==> src/longest_prefix_route_lookup_unit_assert.svh <==
// ----------------------------------------------------------------------------
// Assertion macros for the route lookup unit
// Concurrent checks are compiled out when SYNTH is defined.
// ----------------------------------------------------------------------------
`ifndef LONGEST_PREFIX_ROUTE_LOOKUP_UNIT_ASSERT_SVH
`define LONGEST_PREFIX_ROUTE_LOOKUP_UNIT_ASSERT_SVH

`ifndef SYNTH
// Check a property at every clock edge outside reset
`define LPR_ASSERT_ALWAYS(lbl, prop) \
  lbl: assert property (@(posedge clk) disable iff (!rst_n) (prop)) \
    else $error("lpr: assertion failed");
// Check that a condition leads to a consequence in the next cycle
`define LPR_ASSERT_NEXT(lbl, ante, cons) \
  lbl: assert property (@(posedge clk) disable iff (!rst_n) (ante) |=> (cons)) \
    else $error("lpr: assertion failed");
`else
`define LPR_ASSERT_ALWAYS(lbl, prop)
`define LPR_ASSERT_NEXT(lbl, ante, cons)
`endif

`endif

==> src/lpr_pkg.sv <==
// ----------------------------------------------------------------------------
// lpr_pkg
// Shared types and constants of the longest-prefix route lookup unit.
// ----------------------------------------------------------------------------
package lpr_pkg;

  // Default table depth
  localparam int LPR_ROUTES = 16;

  // Item kinds
  localparam logic MODE_ADD    = 1'b0;
  localparam logic MODE_LOOKUP = 1'b1;

  // Next hop value meaning "directly connected"
  localparam logic [31:0] LPR_DIRECT_GW = 32'h0000_0000;

  typedef enum logic [1:0] {
    ST_OK      = 2'd0,
    ST_NOMATCH = 2'd1,
    ST_FULL    = 2'd2
  } lpr_status_t;

  typedef struct packed {
    logic        mode;
    logic [31:0] address;
    logic [31:0] prefix_mask;
    logic [31:0] gateway;
    logic [2:0]  port_index;
  } lpr_in_t;

  typedef struct packed {
    lpr_status_t status;
    logic [2:0]  out_port;
    logic [31:0] next_hop;
  } lpr_out_t;

  // One stored route
  typedef struct packed {
    logic [31:0] network;
    logic [31:0] mask;
    logic [31:0] gateway;
    logic [2:0]  port;
  } lpr_entry_t;

endpackage

==> src/lpr_table.sv <==
// ----------------------------------------------------------------------------
// lpr_table
// Route storage: one write port, one read port with registered data.
// ----------------------------------------------------------------------------
module lpr_table #(
  parameter int ROUTES = lpr_pkg::LPR_ROUTES,
  localparam int AW    = (ROUTES > 1) ? $clog2(ROUTES) : 1
) (
  input  logic               clk,
  input  logic               wr_en,
  input  logic [AW-1:0]      wr_addr,
  input  lpr_pkg::lpr_entry_t wr_entry,
  input  logic [AW-1:0]      rd_addr,
  output lpr_pkg::lpr_entry_t rd_entry_r
);

  lpr_pkg::lpr_entry_t mem_r [ROUTES];

  // Write a new route
  always_ff @(posedge clk) begin
    if (wr_en) begin
      mem_r[wr_addr] <= wr_entry;
    end
  end

  // Read one route per cycle
  always_ff @(posedge clk) begin
    rd_entry_r <= mem_r[rd_addr];
  end

endmodule

==> src/lpr_match.sv <==
// ----------------------------------------------------------------------------
// lpr_match
// Shared compare unit: prefix match of one entry and longest-mask selection.
// ----------------------------------------------------------------------------
module lpr_match (
  input  logic [31:0]         dst,
  input  lpr_pkg::lpr_entry_t entry,
  input  logic                have_best,
  input  logic [31:0]         best_mask,
  output logic                take
);

  logic hit;

  // Match on masked destination; equal mask lets the newer entry win
  assign hit  = ((dst & entry.mask) == entry.network);
  assign take = hit && (!have_best || (entry.mask >= best_mask));

endmodule

==> src/lpr_ctrl.sv <==
// ----------------------------------------------------------------------------
// lpr_ctrl
// Sequencer: appends routes, scans the table one entry per cycle for a
// lookup and holds the result beat in an output register.
// ----------------------------------------------------------------------------
`include "longest_prefix_route_lookup_unit_assert.svh"

module lpr_ctrl #(
  parameter int ROUTES = lpr_pkg::LPR_ROUTES,
  localparam int AW    = (ROUTES > 1) ? $clog2(ROUTES) : 1
) (
  input  logic                clk,
  input  logic                rst_n,
  input  logic                in_valid,
  output logic                in_ready,
  input  lpr_pkg::lpr_in_t    in_data,
  output logic                out_valid,
  input  logic                out_ready,
  output lpr_pkg::lpr_out_t   out_data,
  output logic                wr_en,
  output logic [AW-1:0]       wr_addr,
  output lpr_pkg::lpr_entry_t wr_entry,
  output logic [AW-1:0]       rd_addr,
  input  lpr_pkg::lpr_entry_t rd_entry
);

  localparam int CW = $clog2(ROUTES + 1);
  localparam logic [CW-1:0] FILL_MAX = CW'(ROUTES);
  localparam logic [CW-1:0] FILL_ONE = CW'(1);

  typedef enum logic [1:0] {
    S_IDLE,
    S_SCAN,
    S_RESULT
  } state_t;

  state_t            state_r, state_nxt;
  logic [CW-1:0]     fill_r, fill_nxt;
  logic [CW-1:0]     idx_r, idx_nxt;
  logic              chk_r, chk_nxt;
  logic              found_r, found_nxt;
  logic [31:0]       best_mask_r, best_mask_nxt;
  logic [31:0]       best_gw_r, best_gw_nxt;
  logic [2:0]        best_port_r, best_port_nxt;
  logic [31:0]       dst_r, dst_nxt;
  lpr_pkg::lpr_out_t res_r, res_nxt;
  logic              out_valid_r, out_valid_nxt;
  lpr_pkg::lpr_out_t out_data_r, out_data_nxt;

  logic in_fire;
  logic full;
  logic issue;
  logic take;

  // Compare the entry read last cycle against the destination
  lpr_match u_match (
    .dst       (dst_r),
    .entry     (rd_entry),
    .have_best (found_r),
    .best_mask (best_mask_r),
    .take      (take)
  );

  assign in_ready = (state_r == S_IDLE);
  assign in_fire  = in_valid && in_ready;
  assign full     = (fill_r == FILL_MAX);
  assign issue    = (state_r == S_SCAN) && (idx_r < fill_r);

  // Append at the fill position
  assign wr_en             = in_fire && (in_data.mode == lpr_pkg::MODE_ADD) && !full;
  assign wr_addr           = fill_r[AW-1:0];
  assign wr_entry.network  = in_data.address;
  assign wr_entry.mask     = in_data.prefix_mask;
  assign wr_entry.gateway  = in_data.gateway;
  assign wr_entry.port     = in_data.port_index;
  assign rd_addr           = idx_r[AW-1:0];

  assign out_valid = out_valid_r;
  assign out_data  = out_data_r;

  // Next-state logic
  always_comb begin
    state_nxt     = state_r;
    fill_nxt      = fill_r;
    idx_nxt       = idx_r;
    chk_nxt       = 1'b0;
    found_nxt     = found_r;
    best_mask_nxt = best_mask_r;
    best_gw_nxt   = best_gw_r;
    best_port_nxt = best_port_r;
    dst_nxt       = dst_r;
    res_nxt       = res_r;
    out_valid_nxt = out_valid_r;
    out_data_nxt  = out_data_r;

    // Drop the result beat once taken
    if (out_valid_r && out_ready) begin
      out_valid_nxt = 1'b0;
    end

    unique case (state_r)
      S_IDLE: begin
        if (in_fire) begin
          if (in_data.mode == lpr_pkg::MODE_ADD) begin
            res_nxt.out_port = 3'd0;
            res_nxt.next_hop = 32'd0;
            if (full) begin
              res_nxt.status = lpr_pkg::ST_FULL;
            end else begin
              res_nxt.status = lpr_pkg::ST_OK;
              fill_nxt       = fill_r + FILL_ONE;
            end
            state_nxt = S_RESULT;
          end else begin
            dst_nxt   = in_data.address;
            idx_nxt   = '0;
            found_nxt = 1'b0;
            state_nxt = S_SCAN;
          end
        end
      end
      S_SCAN: begin
        // Issue the next read while comparing the previous one
        chk_nxt = issue;
        if (issue) begin
          idx_nxt = idx_r + FILL_ONE;
        end
        if (chk_r && take) begin
          found_nxt     = 1'b1;
          best_mask_nxt = rd_entry.mask;
          best_gw_nxt   = rd_entry.gateway;
          best_port_nxt = rd_entry.port;
        end
        if (!issue && !chk_r) begin
          if (found_r) begin
            res_nxt.status   = lpr_pkg::ST_OK;
            res_nxt.out_port = best_port_r;
            res_nxt.next_hop = (best_gw_r != lpr_pkg::LPR_DIRECT_GW) ? best_gw_r : dst_r;
          end else begin
            res_nxt.status   = lpr_pkg::ST_NOMATCH;
            res_nxt.out_port = 3'd0;
            res_nxt.next_hop = 32'd0;
          end
          state_nxt = S_RESULT;
        end
      end
      S_RESULT: begin
        // Hold until the output register is free
        if (!out_valid_r || out_ready) begin
          out_valid_nxt = 1'b1;
          out_data_nxt  = res_r;
          state_nxt     = S_IDLE;
        end
      end
      default: begin
        state_nxt = S_IDLE;
      end
    endcase
  end

  // State and registered outputs
  always_ff @(posedge clk) begin
    idx_r       <= idx_nxt;
    best_mask_r <= best_mask_nxt;
    best_gw_r   <= best_gw_nxt;
    best_port_r <= best_port_nxt;
    dst_r       <= dst_nxt;
    res_r       <= res_nxt;
    out_data_r  <= out_data_nxt;
    if (!rst_n) begin
      state_r     <= S_IDLE;
      fill_r      <= '0;
      chk_r       <= 1'b0;
      found_r     <= 1'b0;
      out_valid_r <= 1'b0;
    end else begin
      state_r     <= state_nxt;
      fill_r      <= fill_nxt;
      chk_r       <= chk_nxt;
      found_r     <= found_nxt;
      out_valid_r <= out_valid_nxt;
    end
  end

  `LPR_ASSERT_ALWAYS(a_fill_bound, fill_r <= FILL_MAX)
  `LPR_ASSERT_NEXT(a_add_grows, wr_en, fill_r == ($past(fill_r) + FILL_ONE))
  `LPR_ASSERT_ALWAYS(a_scan_idx, (state_r != S_SCAN) || (idx_r <= fill_r))
  `LPR_ASSERT_ALWAYS(a_chk_in_scan, !chk_r || (state_r == S_SCAN))
  `LPR_ASSERT_NEXT(a_result_load, (state_r == S_RESULT) && (!out_valid_r || out_ready), out_valid_r && (out_data_r == $past(res_r)))

endmodule

==> src/longest_prefix_route_lookup_unit.sv <==
// An add beat appends a route (network, mask, next hop, port) at the fill
// position and answers ok, or table full once ROUTES routes are stored. A
// lookup beat reads the stored routes one per cycle through the single table
// read port and one shared compare unit. The longest mask wins and the newer
// route wins a tie; a zero next hop returns the destination. The table is
// empty after reset. The block takes one beat at a time; the next beat is
// accepted while the previous result waits on out_, and a result stays in the
// sequencer while that earlier one is still unread.
// ----------------------------------------------------------------------------
// longest_prefix_route_lookup_unit
// Top level: route table storage and lookup sequencer.
// ----------------------------------------------------------------------------
module longest_prefix_route_lookup_unit #(
  parameter int ROUTES = lpr_pkg::LPR_ROUTES
) (
  input  logic              clk,
  input  logic              rst_n,
  input  logic              in_valid,
  output logic              in_ready,
  input  lpr_pkg::lpr_in_t  in_data,
  output logic              out_valid,
  input  logic              out_ready,
  output lpr_pkg::lpr_out_t out_data
);

  localparam int AW = (ROUTES > 1) ? $clog2(ROUTES) : 1;

  logic                wr_en;
  logic [AW-1:0]       wr_addr;
  lpr_pkg::lpr_entry_t wr_entry;
  logic [AW-1:0]       rd_addr;
  lpr_pkg::lpr_entry_t rd_entry;

  // Route storage
  lpr_table #(
    .ROUTES (ROUTES)
  ) u_table (
    .clk        (clk),
    .wr_en      (wr_en),
    .wr_addr    (wr_addr),
    .wr_entry   (wr_entry),
    .rd_addr    (rd_addr),
    .rd_entry_r (rd_entry)
  );

  // Sequencer and compare
  lpr_ctrl #(
    .ROUTES (ROUTES)
  ) u_ctrl (
    .clk       (clk),
    .rst_n     (rst_n),
    .in_valid  (in_valid),
    .in_ready  (in_ready),
    .in_data   (in_data),
    .out_valid (out_valid),
    .out_ready (out_ready),
    .out_data  (out_data),
    .wr_en     (wr_en),
    .wr_addr   (wr_addr),
    .wr_entry  (wr_entry),
    .rd_addr   (rd_addr),
    .rd_entry  (rd_entry)
  );

endmodule
==> config.mk <==
export PLATFORM = sky130hd
export DESIGN_NAME = longest_prefix_route_lookup_unit
export DESIGN_NICKNAME = d
export VERILOG_FILES = /design/src/lpr_pkg.sv /design/src/lpr_table.sv /design/src/lpr_match.sv /design/src/lpr_ctrl.sv /design/src/longest_prefix_route_lookup_unit.sv
export VERILOG_INCLUDE_DIRS = /design/src /design/src/src
export SDC_FILE = /design/constraint.sdc
export NUM_CORES = 2
export LEC_CHECK = 0
export BUFFER_PORTS_ARGS = -buffer_cell sky130_fd_sc_hd__buf_2
export CORE_MARGIN = 1
export CORE_UTILIZATION = 45
export CTS_CLUSTER_SIZE = 24
export DETAILED_ROUTE_END_ITERATION = 10
export GPL_TIMING_DRIVEN = 0
export MAX_ROUTING_LAYER = met4
export PLACE_DENSITY_LB_ADDON = 0.15
export SLEW_MARGIN = 20
export SYNTH_ARGS = -nofsm -noshare
export SYNTH_HDL_FRONTEND = slang
export SYNTH_SLANG_ARGS = --single-unit
==> constraint.sdc <==
create_clock -name clk -period 9.3 [get_ports clk]
set_clock_uncertainty 0.2 [all_clocks]
set_input_delay 0.93 -clock clk [delete_from_list [all_inputs] [get_ports clk]]
set_output_delay 0.93 -clock clk [all_outputs]
set_load 0.005 [all_outputs]
**Word-level counts from Yosys, hierarchy flattened**

Memories as Yosys holds them, arrays and structs flattened. A register that Yosys moved wholly into a read port is not among the register bits.
Index checks and enable logic that the tools add are counted.

- Reduce and logical (&&, ||, !) cells: 27
- Muxes and demuxes: 25
- Bitwise logic cells: 3
- $add $sub $neg: 2
- Multipliers: 0
- Equal/unequal tests: 11
- $lt $le $gt $ge: 2
- Shift operators: 0
- Divide/modulo/power cells: 0

Operators with widths:

| operator | number |
|---|---|
| two-way mux 37 bit | 3 |
| one-hot mux 37 bit (2 select lines) | 1 |
| two-way mux 36 bit | 1 |
| bitwise AND 32 bit | 1 |
| equality test 32 bit | 1 |
| >= comparator 32 bit | 1 |
| two-way mux 32 bit | 1 |
| nonzero test 32 bit | 1 |
| AND reduction 4 bit | 4 |
| two-way mux 5 bit | 3 |
| adder 5 x 1 -> 5 bit (second input constant) | 2 |
| two-way mux 2 bit | 5 |
| inequality test 2 bit (second input constant) | 5 |
| one-hot mux 5 bit (2 select lines) | 1 |
| logical AND 1 bit | 8 |
| two-way mux 1 bit | 8 |
| one-hot mux 2 bit (3 select lines) | 1 |
| AND reduction 2 bit | 3 |
| AND reduction 3 bit | 2 |
| equality test 5 bit (second input constant) | 1 |
| logical NOT 1 bit | 5 |
| < comparator 5 bit | 1 |
| inequality test 2 x 1 -> 1 bit (second input constant) | 2 |
| equality test 2 x 1 -> 1 bit (second input constant) | 1 |
| other kinds (6) | 8 |

- Input port bits: 104
- Memory bits (read-only): 0
- Bits in latches: 0
- RAM bits: 1584
- Memories kept: 1
- Output and inout port bits: 39
- Bits in registers: 188

Memories:

| name | depth | bits a word | rd ports | clocked after memory_dff | write ports | line | source |
|---|---|---|---|---|---|---|---|
| u_table.mem_r | 16 | 99 | 1 | 1 | 1 | lpr_table.sv:17 | `lpr_pkg::lpr_entry_t mem_r [ROUTES];` |

**Logic depth before layout (Yosys ltp)**

- Depth after elaboration: 6
- Gate-level depth with buffers: 8
- Gate-level depth less buffers: 8

**Hierarchy**

Synthesis repeated with hierarchy kept, for this count alone.

- Cell total of the unflattened synthesis: 3207
- Area total of the unflattened synthesis: 69909.5 µm²

Modules (own cells, without submodules):

| module | cells each | seq. area each (µm²) | instances | area an instance (µm²) |
|---|---|---|---|---|
| lpr_table | 2534 | 49547.5 | 1 | 61211.2 |
| lpr_ctrl | 486 | 5545.3 | 1 | 7430.9 |
| lpr_match | 187 | 0.0 | 1 | 1267.5 |

**Worst setup path after synthesis**

No wires, ideal clock.

- Kind: input to register
- Start point: in in_data[99] (netlist bit)
- End point: mem u_table.mem_r[3][0] (netlist bit), enable pin
- Setup slack: -63 ps
- Arrival time: 8486 ps
- Stages on the path: 5
- Path buffers: 0
- Library setup time: 678 ps
- Path through: nand2b_1 > nor3_1 > o31a_1 > nand2_1 > nor3_1

- Word-level cells in the longest chain between the ends: 5

RTL lines:

| item | line | source |
|---|---|---|
| start: declaration | longest_prefix_route_lookup_unit.sv:20 | `input lpr_pkg::lpr_in_t in_data,` |
| inverter 1 bit | lpr_ctrl.sv:70 | `assign wr_en = in_fire && (in_data.mode == lpr_pkg::MODE_ADD) && !full;` |
| logical AND 1 bit (2 in series) | lpr_ctrl.sv:70 |  |
| two-way mux 1 bit | lpr_table.sv:21 | `if (wr_en) begin` |
| two-way mux 1 bit (implied by the code) | lpr_table.sv:22 | `mem_r[wr_addr] <= wr_entry;` |
| end: declaration | lpr_table.sv:17 |  |

Every way passes these cells.

**Final worst setup path**

- Start point: reg, netlist name u_table.rd_entry_r[35]
- End point: reg u_ctrl.best_mask_r[26], enable pin

- Word-level cells in the longest chain between the ends: 5
- Elaborated cells between the ends (all ways): 7
- Classes of those cells: order compare (1); eq/ne (1); bitwise (1); reduce/logical (4)

RTL lines:

| item | line | source |
|---|---|---|
| >= comparator 32 bit / bitwise AND 32 bit (equally long branches) | lpr_match.sv:17, lpr_match.sv:16 |  |
| logical OR 1 bit / equality test 32 bit (equally long branches) | lpr_match.sv:17, lpr_match.sv:16 |  |
| logical AND 1 bit (*) | lpr_match.sv:17 | `assign take = hit && (!have_best \|\| (entry.mask >= best_mask));` |
| logical AND 1 bit (*) | lpr_ctrl.sv:128 | `if (chk_r && take) begin` |
| AND reduction 2 bit (no source line) (*) | -- |  |
| end signal: assignment | lpr_ctrl.sv:164 | `best_mask_r <= best_mask_nxt;` |
| end: declaration | lpr_ctrl.sv:42 | `logic [31:0] best_mask_r, best_mask_nxt;` |

Every way passes the cells marked *; elsewhere a longest branch is shown, timed or not.
A chain may end at the register's enable or synchronous reset.

==> results.txt <==
outcome - finished, final reports clean
Crit. Startpoint - u_table.rd_entry_r[35]
total leakage power - 26.0 nW
first-pass GRT wire length - 249000 um
HP Class - flop to flop
Crit path top cell by count - buf_4
ANT nets after route - 0
Area contributors post-synth - edfxtp_1, mux4_2, dfxtp_1
die area - 155000 sq um
final setup vio count - 0
Async SR Flop Fraction - 0%
Worst setup SP type - flop
DP HPWL - 119000 um
Worst Tran Pin Value - 1.08 ns
Tcrit/Tclk final - 45.9%
top-area cell type share of the netlist area - 76.5%
hold_buf cts - 0
most common cell after layout, fill and taps aside - edfxtp_1
critical path class - flop to flop
minimum clock period - 4.26 ns
Layout Nets - 3463
Min-Delay Path Depth - 0
clock net sink count - 1871
Rows - 143
CP max stage delay - 0.93 ns
ys flop type - edfxtp_1
H-tree depth - 4
final hold violation count - 0
number of iterations in the first detailed-routing pass - 5
grt total ovfl - 0
Buffers on Ports - 141
r2r setup slk - 5.04 ns
Synth cell types - 42
DP Cell Count - 5159
DRC - 0
average size of a mapped cell - 24.3 sq um
largest net degree at the start of global routing - 26
Syn Nets - 2995
Req. time, crit path - 9.67 ns
drt via density - 5.76
Reg2Reg Launch Point - u_table.rd_entry_r[35]
VDD IR-drop max - 0.138 mV
Pins Over Slew Limit - 0
Power per Cell Area - 217 nW/um^2
die width - 394 um
Seq/Total Area, Yosys - 79.7%
Layout area overhead - 17.7%
CP top delay family - compound AO/OA/AOI/OAI gates
Crit-path slowest cell - a2111oi_2
RSZ-0062 raised after global routing - no
Yosys reg bits - 1871
non-filler cells, final - 5526
Post-Syn Area - 69100 sq um
CTS Buffer Depth - 3
DR iter-0 viols - 3428
initial antenna violation count - 32
core area - 152000 sq um
Total Wirelength - 177000 um
r2r endpoint - u_ctrl.best_mask_r[26]
CP arrival - 4.63 ns
GPL Wtd Cong - 0.803
reg2reg path depth - 12
vias in the first global route - 33000
Final WS setup - 5.04 ns
drt wl/cell - 32.1 um
Clock Pin Slew Worst Setup and Hold Paths - 0.06 ns
Worst setup EP type - flop
Setup Fix Bufs, Post-CTS - 0
Synthesis Warnings - 0
clk_lat worst skew - 0.83 ns
layout cells sized above 1 - 32.3%
num ports - 143
CTS buffer count - 187
TritonCTS clock tree - built
Slew HR - 27.8%
Die Y - 394 um
Via Count - 31900
WHS Endpoint - u_ctrl.best_gw_r[6]
GR Util All Layers - 23.8%
Initial Utilization - 45.4%
commonest cells after routing, fill and taps aside - edfxtp_1, mux4_2, clkbuf_16
maxcap violations - 0
Fmax - 234 MHz
setup TNS - 0 ns
Bufs and invs on worst path - 5
Post-synth EDFFs - 1762
worst hold start - u_table.rd_entry_r[9]
largest area contributor in the netlist - edfxtp_1
critical-path maximum fanout - 11
CP Cell Sequence - inv_1 -> ha_1 -> nand2b_1 -> a2111oi_0 -> nor3_1 -> o2111a_1 -> a2111oi_2 -> nor3_2 -> buf_6 -> buf_4 -> buf_4 -> buf_4
Setup WS pre-CTS - 4.98 ns
clk root buf - clkbuf_16
Gate Count Post-Synth - 2850
post-cts repair resize count - 0
-- layer usage --
metal  part of all wire, %  GRT usage, %  wire length (um)
met4                   2.6          6.59              4530
met2                    51          39.3             90500
met5                     0             -                 0
met3                   6.8          4.55             12000
met1                    40          30.3             70300
-- per-stage QoR --
stage / power [mW] / hold WS, ns / utilization [%] / area, sq um
2_1_floorplan: 10.0 / 0.186 / - / 69100
3_3_place_gp: 10.4 / 0.188 / 47.5 / 72400
3_5_place_dp: 10.4 / 0.189 / 49.4 / 75200
4_1_cts: 17.8 / 0.202 / 53.4 / 81300
5_1_grt: 18.1 / 0.204 / 53.4 / 81400
6_report: 17.7 / 0.203 / 53.4 / 81400
-- cell families after synthesis --
logic type | after synthesis | synth area share [%]
AO/OA/AOI/OAI | 72 | 0.612
XOR/XNOR | 36 | 0.456
adder cells (fa/ha/maj) | 41 | 0.742
buffers and inverters | 160 | 1.19
flip-flops | 1871 | 79.7
multiplexers | 496 | 16.1
AND/OR/NAND/NOR | 174 | 1.15
-- flip-flops by register name, indices dropped and copies added (netlist names), 5 cells and up --
name / count
u_ctrl.best_gw_r: 32
u_ctrl.best_mask_r: 32
u_ctrl.dst_r: 32
u_ctrl.fill_r: 5
u_ctrl.idx_r: 5
u_ctrl.out_data: 37
u_ctrl.res_r: 37
u_table.mem_r: 1584
u_table.rd_entry_r: 99
-- Yosys cell counts (all sizes together) (2+ instances only) --
master and instances:
o21ai 8, nor2 59, nor4 11, dfxtp 109, a21oi 46, a2111oi 3
inv 40, and2 4, ha 41, and3 4, o31a 2, edfxtp 1762
a21boi 3, buf 63, a21o 2, nor3 9, and4 2, xnor2 5
nand3 7, clkbuf 57, xor2 31, mux4 495, nand4 14, nor2b 4
nand2 53, nand2b 5
-- power by group --
part           switching, mW  total (mW)  internal, mW
clock                   3.14        7.43          4.30
combinational          0.457       0.798         0.341
sequential            0.0964        9.43          9.33
-- worst reg2reg max path, cell delays in order, from the launching register on --
cell and delay [ns]:
dfxtp_1 0.46, inv_1 0.08, ha_1 0.29, nand2b_1 0.14, a2111oi_0 0.40, nor3_1 0.12, o2111a_1 0.33, a2111oi_2 0.93
nor3_2 0.23, buf_6 0.22, buf_4 0.19, buf_4 0.21, buf_4 0.22
-- worst max-delay path by stage --
stage,cells after the start,to
final,12,u_ctrl.best_mask_r[26]
after global routing,12,u_ctrl.best_mask_r[26]
after CTS,12,u_ctrl.best_mask_r[23]
after detailed placement,10,u_table.mem_r[3][42]
after global placement,6,u_table.mem_r[6][42]
after floorplan,7,u_ctrl.best_gw_r[0]
-- cell type report --
cell class                      instances  area, sq um
Timing Repair Buffer                  279         3380
Multi-Input combinational cell        819        13400
Inverter                               40          150
Clock buffer                          274         5340
Sequential cell                      1871        55100
Clock inverter                         77          763
Tap cell                             2030         2540
Buffer                                120          691
Fill cell                           11300        70900
Antenna cell                           16         40.0
Power figures use the tool's default switching activity.
